**config.mk**
```make
export PLATFORM = sky130hd
export DESIGN_NAME = masked_delta_average_update
export DESIGN_NICKNAME = d
export VERILOG_FILES = /design/src/sv/mdau_pkg.sv /design/src/sv/mdau_ctrl.sv /design/src/sv/mdau_dp.sv /design/src/sv/masked_delta_average_update.sv
export VERILOG_INCLUDE_DIRS = /design/src /design/src/sv
export SDC_FILE = /design/constraint.sdc
export NUM_CORES = 1
export LEC_CHECK = 0
export ABC_AREA = 1
export ABC_CLOCK_PERIOD_IN_PS = 12300
export BUFFER_PORTS_ARGS = -buffer_cell sky130_fd_sc_hd__buf_2
export CAP_MARGIN = 0
export CORE_MARGIN = 5
export CORE_UTILIZATION = 55
export DETAILED_ROUTE_END_ITERATION = 16
export PLACE_DENSITY = 0.7
export SLEW_MARGIN = 20
export SYNTH_ARGS = -nofsm -noshare
export SYNTH_HDL_FRONTEND = slang
export SYNTH_SLANG_ARGS = --single-unit
export TNS_END_PERCENT = 20
```
**constraint.sdc**
```tcl
create_clock -name clk -period 12.3 [get_ports clk]
set_input_delay 1.23 -clock clk [delete_from_list [all_inputs] [get_ports clk]]
set_output_delay 1.23 -clock clk [all_outputs]
set_load 0.05 [all_outputs]
```
**src/sv/masked_delta_average_update_macros.svh**
```systemverilog
// ----------------------------------------------------------------------------
// masked_delta_average_update concurrent assertion macros on clk
// MDAU_ASSERT is disabled while rst_n is low; ASSERT_OFF drops them.
// ----------------------------------------------------------------------------
`ifndef MASKED_DELTA_AVERAGE_UPDATE_MACROS_SVH
`define MASKED_DELTA_AVERAGE_UPDATE_MACROS_SVH

`ifndef ASSERT_OFF
`define MDAU_ASSERT(label, prop, msg) \
    label: assert property (@(posedge clk) disable iff (!rst_n) prop) else $error(msg);
`define MDAU_ASSERT_ALWAYS(label, prop, msg) \
    label: assert property (@(posedge clk) prop) else $error(msg);
`else
`define MDAU_ASSERT(label, prop, msg)
`define MDAU_ASSERT_ALWAYS(label, prop, msg)
`endif

`endif

```
**src/sv/mdau_pkg.sv**
```systemverilog
// ----------------------------------------------------------------------------
// mdau_pkg
// Shared types and constants of the masked delta average update block.
// ----------------------------------------------------------------------------
package mdau_pkg;

    localparam int SLOTS          = 4;
    localparam int PEERS_DEFAULT  = 4;
    localparam int CFG_INDEX_W    = 3;
    localparam int CFG_DATA_W     = 16;
    localparam int LANE_W         = 16;

    localparam logic [LANE_W-1:0] ZERO_SEED_SUB = 16'hACE1;
    localparam logic [LANE_W-1:0] TAPS_RESET    = 16'hB400;

    localparam logic [CFG_INDEX_W-1:0] REG_PEER_MASK = 3'd0;
    localparam logic [CFG_INDEX_W-1:0] REG_SEED_0    = 3'd1;
    localparam logic [CFG_INDEX_W-1:0] REG_SEED_1    = 3'd2;
    localparam logic [CFG_INDEX_W-1:0] REG_SEED_2    = 3'd3;
    localparam logic [CFG_INDEX_W-1:0] REG_SEED_3    = 3'd4;
    localparam logic [CFG_INDEX_W-1:0] REG_TAPS      = 3'd5;

    typedef struct packed {
        logic              first_weight;
        logic signed [7:0] base_weight;
        logic [7:0]        delta_0;
        logic [7:0]        delta_1;
        logic [7:0]        delta_2;
        logic [7:0]        delta_3;
    } in_item_t;

    typedef struct packed {
        logic signed [7:0] new_weight;
        logic              no_update;
    } out_item_t;

    typedef struct packed {
        logic load_item;
        logic unmask;
        logic finish;
    } mdau_cmd_t;

    typedef struct packed {
        logic out_busy;
    } mdau_status_t;

endpackage

```
**src/sv/mdau_ctrl.sv**
```systemverilog
// ----------------------------------------------------------------------------
// mdau_ctrl
// Sequencer: accept, unmask and sum, then divide and load the result register.
// ----------------------------------------------------------------------------
`include "masked_delta_average_update_macros.svh"

module mdau_ctrl (
    input  logic                  clk,
    input  logic                  rst_n,
    input  logic                  item_valid,
    output logic                  item_stall,
    input  mdau_pkg::mdau_status_t status,
    output mdau_pkg::mdau_cmd_t   cmd
);
    import mdau_pkg::*;

    typedef enum logic [1:0] {
        S_IDLE,
        S_UNMASK,
        S_DIV
    } state_t;

    state_t state_reg, state_next;
    logic   stall_reg, stall_next;

    always_comb
    begin
        cmd.load_item = (state_reg == S_IDLE) && item_valid;
        cmd.unmask    = (state_reg == S_UNMASK);
        cmd.finish    = (state_reg == S_DIV) && !status.out_busy;
    end

    always_comb
    begin
        state_next = state_reg;
        stall_next = stall_reg;
        unique case (state_reg)
            S_IDLE:
            begin
                if (item_valid)
                begin
                    state_next = S_UNMASK;
                    stall_next = 1'b1;
                end
            end
            S_UNMASK:
            begin
                state_next = S_DIV;
            end
            S_DIV:
            begin
                if (!status.out_busy)
                begin
                    state_next = S_IDLE;
                    stall_next = 1'b0;
                end
            end
            default:
            begin
                state_next = S_IDLE;
                stall_next = 1'b0;
            end
        endcase
    end

    always_ff @(posedge clk or negedge rst_n)
    begin
        if (!rst_n)
        begin
            state_reg <= S_IDLE;
            stall_reg <= 1'b0;
        end
        else
        begin
            state_reg <= state_next;
            stall_reg <= stall_next;
        end
    end

    assign item_stall = stall_reg;

    `MDAU_ASSERT(a_cmd_onehot, $onehot0({cmd.load_item, cmd.unmask, cmd.finish}), "commands overlap")
    `MDAU_ASSERT(a_unmask_after_load, cmd.unmask |-> $past(cmd.load_item), "unmask without load")
    `MDAU_ASSERT(a_stall_while_busy, cmd.load_item |=> item_stall, "no stall after transfer")

endmodule

```
**src/sv/mdau_dp.sv**
```systemverilog
// ----------------------------------------------------------------------------
// mdau_dp
// Config registers, LFSR lanes, unmask and sum, divide by peer count, clamp.
// ----------------------------------------------------------------------------
`include "masked_delta_average_update_macros.svh"

module mdau_dp #(
    parameter int PEERS = mdau_pkg::PEERS_DEFAULT
) (
    input  logic                                clk,
    input  logic                                rst_n,
    input  logic                                cfg_valid,
    input  logic [mdau_pkg::CFG_INDEX_W-1:0]    cfg_index,
    input  logic [mdau_pkg::CFG_DATA_W-1:0]     cfg_data,
    input  mdau_pkg::in_item_t                  item,
    output logic                                result_valid,
    input  logic                                result_stall,
    output mdau_pkg::out_item_t                 result,
    input  mdau_pkg::mdau_cmd_t                 cmd,
    output mdau_pkg::mdau_status_t              status
);
    import mdau_pkg::*;

    localparam logic [9:0] DIV3_MUL   = 10'd683;
    localparam int         DIV3_SHIFT = 11;

    function automatic logic [LANE_W+7:0] lfsr_byte(
        input logic [LANE_W-1:0] lane,
        input logic [LANE_W-1:0] taps
    );
        logic [LANE_W-1:0] r;
        logic [7:0]        ks;
        r  = lane;
        ks = '0;
        for (int i = 0; i < 8; i++)
        begin
            ks[i] = r[0];
            r     = r[0] ? ((r >> 1) ^ taps) : (r >> 1);
        end
        return {r, ks};
    endfunction

    logic [SLOTS-1:0]  peer_mask_reg;
    logic [LANE_W-1:0] seed_reg [SLOTS];
    logic [LANE_W-1:0] taps_reg;
    logic [LANE_W-1:0] lane_reg [SLOTS];
    logic [LANE_W-1:0] lane_step [SLOTS];
    logic [7:0]        ks_byte [SLOTS];
    logic [7:0]        delta [SLOTS];
    logic [SLOTS-1:0]  slot_ok;
    logic [SLOTS-1:0]  enable;

    in_item_t          item_reg;
    logic [9:0]        mag_reg, mag_next;
    logic              neg_reg, neg_next;
    logic [2:0]        count_reg, count_next;
    logic signed [9:0] sum;

    logic [19:0]        prod3;
    logic [9:0]         quot;
    logic signed [10:0] quot_s;
    logic signed [10:0] upd;
    out_item_t          result_reg, result_next;
    logic               valid_reg;

    for (genvar p = 0; p < SLOTS; p++)
    begin : g_slot
        assign slot_ok[p]                = (p < PEERS);
        assign {lane_step[p], ks_byte[p]} = lfsr_byte(lane_reg[p], taps_reg);
    end

    assign enable   = peer_mask_reg & slot_ok;
    assign delta[0] = item_reg.delta_0;
    assign delta[1] = item_reg.delta_1;
    assign delta[2] = item_reg.delta_2;
    assign delta[3] = item_reg.delta_3;

    always_ff @(posedge clk or negedge rst_n)
    begin
        if (!rst_n)
        begin
            peer_mask_reg <= '0;
            taps_reg      <= TAPS_RESET;
            for (int p = 0; p < SLOTS; p++)
                seed_reg[p] <= '0;
        end
        else if (cfg_valid)
        begin
            unique case (cfg_index)
                REG_PEER_MASK: peer_mask_reg <= cfg_data[SLOTS-1:0];
                REG_SEED_0:    seed_reg[0]   <= cfg_data;
                REG_SEED_1:    seed_reg[1]   <= cfg_data;
                REG_SEED_2:    seed_reg[2]   <= cfg_data;
                REG_SEED_3:    seed_reg[3]   <= cfg_data;
                REG_TAPS:      taps_reg      <= cfg_data;
                default:       ;
            endcase
        end
    end

    always_ff @(posedge clk or negedge rst_n)
    begin
        if (!rst_n)
        begin
            for (int p = 0; p < SLOTS; p++)
                lane_reg[p] <= ZERO_SEED_SUB;
        end
        else
        begin
            for (int p = 0; p < SLOTS; p++)
            begin
                if (cmd.load_item && item.first_weight)
                    lane_reg[p] <= (seed_reg[p] != '0) ? seed_reg[p] : ZERO_SEED_SUB;
                else if (cmd.unmask && enable[p])
                    lane_reg[p] <= lane_step[p];
            end
        end
    end

    always_comb
    begin
        logic [7:0] d;
        sum        = '0;
        count_next = '0;
        for (int p = 0; p < SLOTS; p++)
        begin
            d = delta[p] ^ ks_byte[p];
            if (enable[p])
            begin
                sum        = sum + $signed({{2{d[7]}}, d});
                count_next = count_next + 3'd1;
            end
        end
        neg_next = sum[9];
        mag_next = sum[9] ? 10'(-sum) : 10'(sum);
    end

    always_ff @(posedge clk)
    begin
        if (cmd.load_item)
            item_reg <= item;
        if (cmd.unmask)
        begin
            mag_reg   <= mag_next;
            neg_reg   <= neg_next;
            count_reg <= count_next;
        end
    end

    assign prod3 = mag_reg * DIV3_MUL;

    always_comb
    begin
        case (count_reg)
            3'd1:    quot = mag_reg;
            3'd2:    quot = mag_reg >> 1;
            3'd3:    quot = {1'b0, prod3[19:DIV3_SHIFT]};
            3'd4:    quot = mag_reg >> 2;
            default: quot = '0;
        endcase
        quot_s = neg_reg ? -$signed({1'b0, quot}) : $signed({1'b0, quot});
        upd    = $signed({{3{item_reg.base_weight[7]}}, item_reg.base_weight}) + quot_s;
        if (count_reg == '0)
        begin
            result_next.new_weight = item_reg.base_weight;
            result_next.no_update  = 1'b1;
        end
        else
        begin
            result_next.no_update = 1'b0;
            if (upd > 11'sd127)
                result_next.new_weight = 8'sd127;
            else if (upd < -11'sd128)
                result_next.new_weight = -8'sd128;
            else
                result_next.new_weight = upd[7:0];
        end
    end

    always_ff @(posedge clk)
    begin
        if (cmd.finish)
            result_reg <= result_next;
    end

    always_ff @(posedge clk or negedge rst_n)
    begin
        if (!rst_n)
            valid_reg <= 1'b0;
        else if (cmd.finish)
            valid_reg <= 1'b1;
        else if (!result_stall)
            valid_reg <= 1'b0;
    end

    assign result_valid    = valid_reg;
    assign result          = result_reg;
    assign status.out_busy = valid_reg && result_stall;

    `MDAU_ASSERT(a_valid_from_finish, $rose(result_valid) |-> $past(cmd.finish), "result without finish")
    `MDAU_ASSERT(a_finish_shows, cmd.finish |=> result_valid, "finish not shown")
    `MDAU_ASSERT(a_no_peer_flag, (cmd.finish && count_reg == '0) |=> result.no_update, "no_update missing")

endmodule

```
**src/sv/masked_delta_average_update.sv**
```systemverilog
// ----------------------------------------------------------------------------
// masked_delta_average_update
// Federated average of INT8 weights with per-peer LFSR unmasking of deltas.
// ----------------------------------------------------------------------------
// An item passes the transfer in idle, an unmask state in which each enabled
// LFSR lane steps eight times and the unmasked deltas are summed, and a divide
// state that divides by the peer count and clamps into the result register.
// The result register frees the input side, so the next item is taken while a
// result still waits; a result stalled past the divide state holds the
// sequencer there. No new item is taken until the last has left the divide state.
// Config writes are always ready and must land only while the block is idle.
module masked_delta_average_update #(
    parameter int PEERS = mdau_pkg::PEERS_DEFAULT
) (
    input  logic                             clk,
    input  logic                             rst_n,
    input  logic                             cfg_valid,
    output logic                             cfg_ready,
    input  logic [mdau_pkg::CFG_INDEX_W-1:0] cfg_index,
    input  logic [mdau_pkg::CFG_DATA_W-1:0]  cfg_data,
    input  logic                             item_valid,
    output logic                             item_stall,
    input  mdau_pkg::in_item_t               item,
    output logic                             result_valid,
    input  logic                             result_stall,
    output mdau_pkg::out_item_t              result
);
    import mdau_pkg::*;

    mdau_cmd_t    cmd;
    mdau_status_t status;

    assign cfg_ready = 1'b1;

    mdau_ctrl u_ctrl (
        .clk        (clk),
        .rst_n      (rst_n),
        .item_valid (item_valid),
        .item_stall (item_stall),
        .status     (status),
        .cmd        (cmd)
    );

    mdau_dp #(
        .PEERS (PEERS)
    ) u_dp (
        .clk          (clk),
        .rst_n        (rst_n),
        .cfg_valid    (cfg_valid && cfg_ready),
        .cfg_index    (cfg_index),
        .cfg_data     (cfg_data),
        .item         (item),
        .result_valid (result_valid),
        .result_stall (result_stall),
        .result       (result),
        .cmd          (cmd),
        .status       (status)
    );

endmodule

```
# --- Word-level counts from Yosys, hierarchy flattened ---
# Cells that the tools add are included.
# W data, S select, Z words.
op_classes:
  add_sub_neg: 9
  n_mul: 1
  n_lt_le_gt_ge: 2
  eq_ne: 14
  mux: 66
  bitwise: 37
  n_reduce_logical: 28
ops:
  columns: ["cell", "count"]
  rows:
  - ["$mux W16", 44]
  - ["$xor A15 B16 Y16", 32]
  - ["$reduce_bool A16 Y1", 4]
  - ["$mux W10", 4]
  - ["$pmux W10 S4", 1]
  - ["$xor A8 B8 Y8", 4]
  - ["$add A10 B8 Y10", 3]
  - ["$mul A10 B10 Y20 const B", 1]
  - ["$mux W9", 2]
  - ["$mux W8", 2]
  - ["$reduce_and A2 Y1", 7]
  - ["$eq A3 B2 Y1 const B", 4]
  - ["$add A8 B11 Y11", 1]
  - ["$gt A11 B8 Y1 const B", 1]
  - ["$lt A11 B8 Y1 const B", 1]
  - ["$mux W11", 1]
  - ["$neg A10 Y11", 1]
  - ["$neg A10 Y10", 1]
  - ["$add A3 B1 Y3 const B", 3]
  - ["$eq A3 B3 Y1 const B", 3]
  - ["$mux W3", 3]
  - ["$logic_and A1 B1 Y1", 8]
  - ["$reduce_bool A2 Y1", 4]
  - ["$eq A3 B1 Y1 const B", 2]
  - ["13 further kinds", 20]
word_totals:
  regBits: 215
  input_bits: 65
  output_inout_bits: 12
  wordCells: 181

# --- Depth between registers and ports, before layout ---
depth:
  word_depth: 24
  ltp_mapped: 53
  ltp_nobuf: 50

# --- Cells and area by module ---
# Synthesis repeated with hierarchy kept, for this count alone.
unflattened:
  hier_cells: 2851
  hier_area_um2: 20651.1
modules_own_cells:
  columns: ["module", "n_inst", "cells_per_inst", "area_each_um2", "seq_area_each_um2"]
  rows:
  - ["mdau_dp", 1, 2829, 20493.4, 5665.4]
  - ["mdau_ctrl", 1, 20, 146.4, 75.1]
  - ["masked_delta_average_update", 1, 2, 11.3, 0.0]

# --- Least setup slack after synthesis ---
# Ideal clock, no wire load.
synth_path:
  kind: "reg-to-reg"
  start: "register u_dp.mag_reg[5]"
  end: "register u_dp.result_reg (netlist bit u_dp.result[2]), data pin"
  setup_time_ps: 253
  arrival_ps: 6376
  required_ps: 12047
  path_slack_ps: 5670
  path_stages_with_launch: 40
  n_path_buf: 0
  period_less_slack_ps: 6630
  path_cell_list: "edfxtp_1 -> ha_1 -> ha_1 -> inv_1 -> fa_1 -> inv_1 -> fa_1 -> inv_1 -> fa_1 -> inv_1 -> ha_1 -> a21oi_1 -> o21ai_0 -> a21oi_1 -> inv_1 -> a21oi_1 -> inv_1 -> a21oi_1 -> [4 not listed] -> nand2_1 -> o21ai_0 -> fa_1 -> a21oi_1 -> o21bai_1 -> a21oi_1 -> o21ai_0 -> a21oi_1 -> o21bai_1 -> a31oi_1 -> xor2_1 -> nand3_1 -> nand2_1 -> nand2_1 -> nand2_1 -> nand2_1 -> nand2_1 -> nand2_1"
synth_rtl:
  columns: ["element", "line_no", "source"]
  rows:
  - ["start: declaration", "mdau_dp.sv:54", "logic [9:0] mag_reg, mag_next;"]
  - ["start signal: assignment", "mdau_dp.sv:144", "mag_reg <= mag_next;"]
  - ["end signal: assignment", "mdau_dp.sv:183", "result_reg <= result_next;"]
  - ["end: declaration", "mdau_dp.sv:63", "out_item_t result_reg, result_next;"]

# --- Final worst setup path ---
layout_path:
  start: "register u_dp.taps_reg[0]"
  end: "register u_dp.mag_reg[3], data pin"
layout_between:
  elab_chain_len: 22
  elab_cells_between_ends: 69
  classes_between: "4 x add/sub; 33 x mux; 32 x bitwise"
layout_rtl:
  columns: ["element", "line_no", "source"]
  rows:
  - ["start: declaration", "mdau_dp.sv:45", "logic [LANE_W-1:0] taps_reg;"]
  - ["start signal: assignment", "mdau_dp.sv:95", "REG_TAPS: taps_reg <= cfg_data;"]
  - ["$xor A15 B16 Y16", "mdau_dp.sv:38", "r = r[0] ? ((r >> 1) ^ taps) : (r >> 1);"]
  - ["$mux W16 (2 in series)", "mdau_dp.sv:38", null]
  - ["$xor A15 B16 Y16", "mdau_dp.sv:38", null]
  - ["$mux W16", "mdau_dp.sv:38", null]
  - ["$xor A15 B16 Y16", "mdau_dp.sv:38", null]
  - ["$mux W16", "mdau_dp.sv:38", null]
  - ["$xor A15 B16 Y16", "mdau_dp.sv:38", null]
  - ["$mux W16", "mdau_dp.sv:38", null]
  - ["[6 not listed]", null, null]
  - ["$add A10 B8 Y10", "mdau_dp.sv:130", "sum = sum + $signed({{2{d[7]}}, d});"]
  - ["$mux W10", "mdau_dp.sv:128", "if (enable[p])"]
  - ["$add A10 B8 Y10", "mdau_dp.sv:130", null]
  - ["$mux W10", "mdau_dp.sv:128", null]
  - ["$add A10 B8 Y10", "mdau_dp.sv:130", null]
  - ["$mux W10 (*)", "mdau_dp.sv:128", null]
  - ["$mux W9 (*)", "mdau_dp.sv:135", "mag_next = sum[9] ? 10'(-sum) : 10'(sum);"]
  - ["net u_dp.mag_next[3]", "mdau_dp.sv:54", null]
# Mark *: on every way through the listed nets, which the timed path passes. The rest lies on a longest branch.
# A chain may end at the register's enable or synchronous reset.

==> impl_summary.md <==
CTS
In this run the clock root is driven by a sky130_fd_sc_hd__clkbuf_16. TritonCTS built the clock tree. Once the clock tree was built, the resizer swapped 0 gates to a different size. After clock tree synthesis, the clock-pin slew on the worst setup and hold paths is ~0.06 ns. Once the clock tree was built, the setup fixing pass inserted 0 buffers. The clock reaches the later pin of the worst-skew pair after a little under 0.6 ns.

The number of buffers inserted during clock tree synthesis is 26. The number of buffers on the longest clock path is 3. The clock drives between 200 and 250 sinks.

The number of H-tree branching levels is 1. Hold repair after CTS inserted 0 buffers.

Placement
The congestion estimate from routability-driven global placement came to 0.954. The count of buffers inserted at the top-level ports is 75. Once detailed placement completed, the half-perimeter wirelength came to between 40 and 50 mm.

Detailed routing
The detail route stage leaves a number of antenna-violating nets equal to 0. In the routed design, unresolved DRC markers number 0. The detailed-route wire length is between 60 and 70 mm. The detailed-routing iteration count for the pre-antenna-repair pass is 6. Dividing the detail-routed wire length by the instance count gives approximately 19 um.

The routed via count divided by cell count is 5.51. The DRC violation total after the first TritonRoute iteration is around 1500. The total via count after detailed routing is 18441.

Final layout
The area of combinational cells with multiple inputs is between 10000 and 15000 um2. The area growth from synthesis to layout is 6.50%. The number of antenna diodes in the final layout is 0. The final layout net count is ~3000. Of the cells placed in the final design, the portion with a size suffix greater than 1 is about a tenth. The register area is about 5700 um2. The number of fillers in the final layout is approximately 3500. The register with the most flip-flops in the layout has 64 of them.

Synthesis
The summed instance area of the synthesized netlist is around 21000 um2. The fraction of synthesized cell area taken by the top area cell type is between 10% and 20%. Synthesis produced 2841 cells.

Of all cell types, the one taking the most synthesized area is sky130_fd_sc_hd__dfrtp_1. After synthesis, the most frequently instantiated cells are sky130_fd_sc_hd__nand2_1 (708), sky130_fd_sc_hd__nor2_1 (297), sky130_fd_sc_hd__xnor2_1 (267), sky130_fd_sc_hd__inv_1 (254), sky130_fd_sc_hd__xor2_1 (186). The number of distinct standard cells referenced by the synthesized netlist is 59. The number of warnings reported in the yosys synthesis log is 0. Sorting the synthesized cells by area gives the leading types as sky130_fd_sc_hd__dfrtp_1 (14%), sky130_fd_sc_hd__nand2_1 (13%), sky130_fd_sc_hd__xnor2_1 (11%). Of the synthesized area, sequential elements account for 27.7%. The predominant post-synthesis flop cell is sky130_fd_sc_hd__dfrtp_1. The most frequently used cell type in the post-synthesis netlist is sky130_fd_sc_hd__nand2_1. In this run, synthesis inferred 63 flip-flops with an integrated enable. The total nets after synthesis is ~3000.

Of all flip-flops after synthesis, the portion carrying an async set or reset was 70.7%. The synthesized flop and latch total is 215. The average footprint of a synthesized cell is between 7 and 8 um2.

STA
Setup repair after global routing left no endpoint under its margin. Timing would allow up to around 120 MHz. The max-slew violation total from the final report is 0. For the final database, setup skew stands at roughly 0.05 ns. The summed negative setup slack over all endpoints is 0 ns. The final period utilization is roughly 67%. For the pin with the worst max-slew slack, the measured transition is 1.15 ns. Setup violations remaining at the end of the flow were counted as 0. The number of endpoints with negative hold slack in the final report is 0.

For the finished layout, the period the worst path requires is just over 8 ns. The worst pin sits at a relative slew slack of between 20 and 25%.

Min path
Counting instances, the worst hold path has a depth of 2. The path type of the worst min-delay path is register to register. In this run the most critical hold path is launched from u_dp.result_valid. The endpoint of the worst hold-timing path is u_dp.result_valid.

Die
The standard-cell row count is slightly above 70. The horizontal extent of the die is 204 um. The area of the core is 37400 um2. The initial standard-cell utilization of the core is 55.4%. The full die area is ~42000 um2. For this design the top-level I/O count stands at 77. The die height is ~200 um.

Critical path
In this run the critical register-to-register path is captured at u_dp.mag_reg[3]. The largest driver fanout on the critical path is between 40 and 50. The critical path endpoint category is a register.

The number of cells on the worst reg-to-reg path is 45. The number of buffers and inverters on the critical path is 8. The required time at the worst-slack endpoint is about 13 ns. The cell family contributing the most delay on the critical path is simple AND/OR/NAND/NOR gates. The delay contributed by the slowest stage of the critical path is 0.75 ns. Among the stages of the critical path, the cell type that occurs most often is sky130_fd_sc_hd__nand2_1. Data on the critical path arrives at its endpoint at around 8.5 ns. The worst setup path is launched from a register.

Setup slack on the worst reg-to-reg path comes out at 4.10 ns. The cell with the largest stage delay on the worst path is sky130_fd_sc_hd__xnor2_2. The reg-to-reg critical path startpoint is u_dp.taps_reg[0]. The category of the most critical setup path is register to register.

GRT
The number of global-route vias before repair is 17855. The number of antenna violations at the first check in global routing was 1. The overall global routing resource usage is 29.4%. The total congestion overflow is 0. The first-pass GRT wire length is 97.5 mm.

Entering global routing, the biggest net connects 89 pins.

Run status
The flow ran to the end, and the final reports show no timing, DRC or antenna violations.

Flow run
The number of max-cap violations is 0.
==> cell families after synthesis <==
kind of cell | after synthesis | share of synthesized area (%)
buf+inv | 427 | 8.29
simple gates | 1241 | 25.6
other cells | 1 | 0.0181
flops | 215 | 27.7
compound gates | 369 | 9.93
xor+xnor | 460 | 19.8
fa+ha+maj | 128 | 8.67
==> layer usage <==
layer / vias up / part of all wire (%) / global-route usage [%]
li1: 8943 / - / -
met1: 8630 / 42 / 38.6
met2: 675 / 47 / 48.9
met3: 193 / 6.2 / 3.86
met4: 0 / 5.0 / 12.8
met5: - / 0 / 0
==> worst max-delay path by stage <==
stage / start / endpoint / slack, ns / cells after the start
2_1_floorplan: u_dp.mag_reg[5] / u_dp.result[2] / 5.67 / 39
4_1_cts: u_dp.taps_reg[0] / u_dp.mag_reg[3] / 4.21 / 45
3_5_place_dp: u_dp.taps_reg[0] / u_dp.mag_reg[3] / 4.28 / 45
5_1_grt: u_dp.taps_reg[0] / u_dp.mag_reg[2] / 3.39 / 45
6_report: u_dp.taps_reg[0] / u_dp.mag_reg[3] / 4.10 / 45
3_3_place_gp: u_dp.taps_reg[0] / u_dp.mag_reg[2] / 4.60 / 45
==> placed cells by master, fill, tap and decap left out, types with 15 or more instances in the layout <==
cell / instances
sky130_fd_sc_hd__dfstp_2: 36
sky130_fd_sc_hd__dfrtp_1: 115
sky130_fd_sc_hd__xnor2_1: 267
sky130_fd_sc_hd__xor2_1: 186
sky130_fd_sc_hd__nand2_1: 707
sky130_fd_sc_hd__a21oi_1: 78
sky130_fd_sc_hd__nor2_1: 296
sky130_fd_sc_hd__o22ai_1: 15
sky130_fd_sc_hd__clkbuf_16: 26
sky130_fd_sc_hd__ha_1: 102
sky130_fd_sc_hd__a31oi_1: 25
sky130_fd_sc_hd__buf_4: 17
sky130_fd_sc_hd__o21ai_0: 183
sky130_fd_sc_hd__nand2_2: 34
sky130_fd_sc_hd__fa_1: 26
sky130_fd_sc_hd__nand3_1: 109
sky130_fd_sc_hd__inv_2: 17
sky130_fd_sc_hd__nand3_2: 15
sky130_fd_sc_hd__edfxtp_1: 63
sky130_fd_sc_hd__buf_2: 74
sky130_fd_sc_hd__inv_1: 254
sky130_fd_sc_hd__nand2_4: 15
==> final cells by class <==
cell class                 count  area share (%)
multi-input combinational   2199            60.2
sequential                   215            26.0
inverter                     282            4.79
clock buffer                  33            3.16
tap                          511            2.90
timing repair buffer          92            2.31
clock inverter                15           0.680
==> metrics by stage <==
step | util (%) | worst slack [ns] | std cells | hold WS [ns] | cell area [um2]
floorplan | - | 5.67 | 2841 | 0.461 | 20700
global placement | 56.8 | 4.60 | 3299 | 0.470 | 21200
detailed placement | 56.8 | 4.28 | 3299 | 0.476 | 21200
CTS | 59.0 | 4.21 | 3347 | 0.499 | 22100
global route | 59.0 | 3.39 | 3347 | 0.525 | 22100
finish | 59.0 | 4.10 | 3347 | 0.496 | 22100
==> tightest hold or removal path: cells and delay by family (launching register included) <==
family	cells	cell delay, ns
flops	1	0.34
simple gates	2	0.13
Power is not shown: default switching activity piles up to over one toggle a cycle in this logic, so the estimate is an artifact.
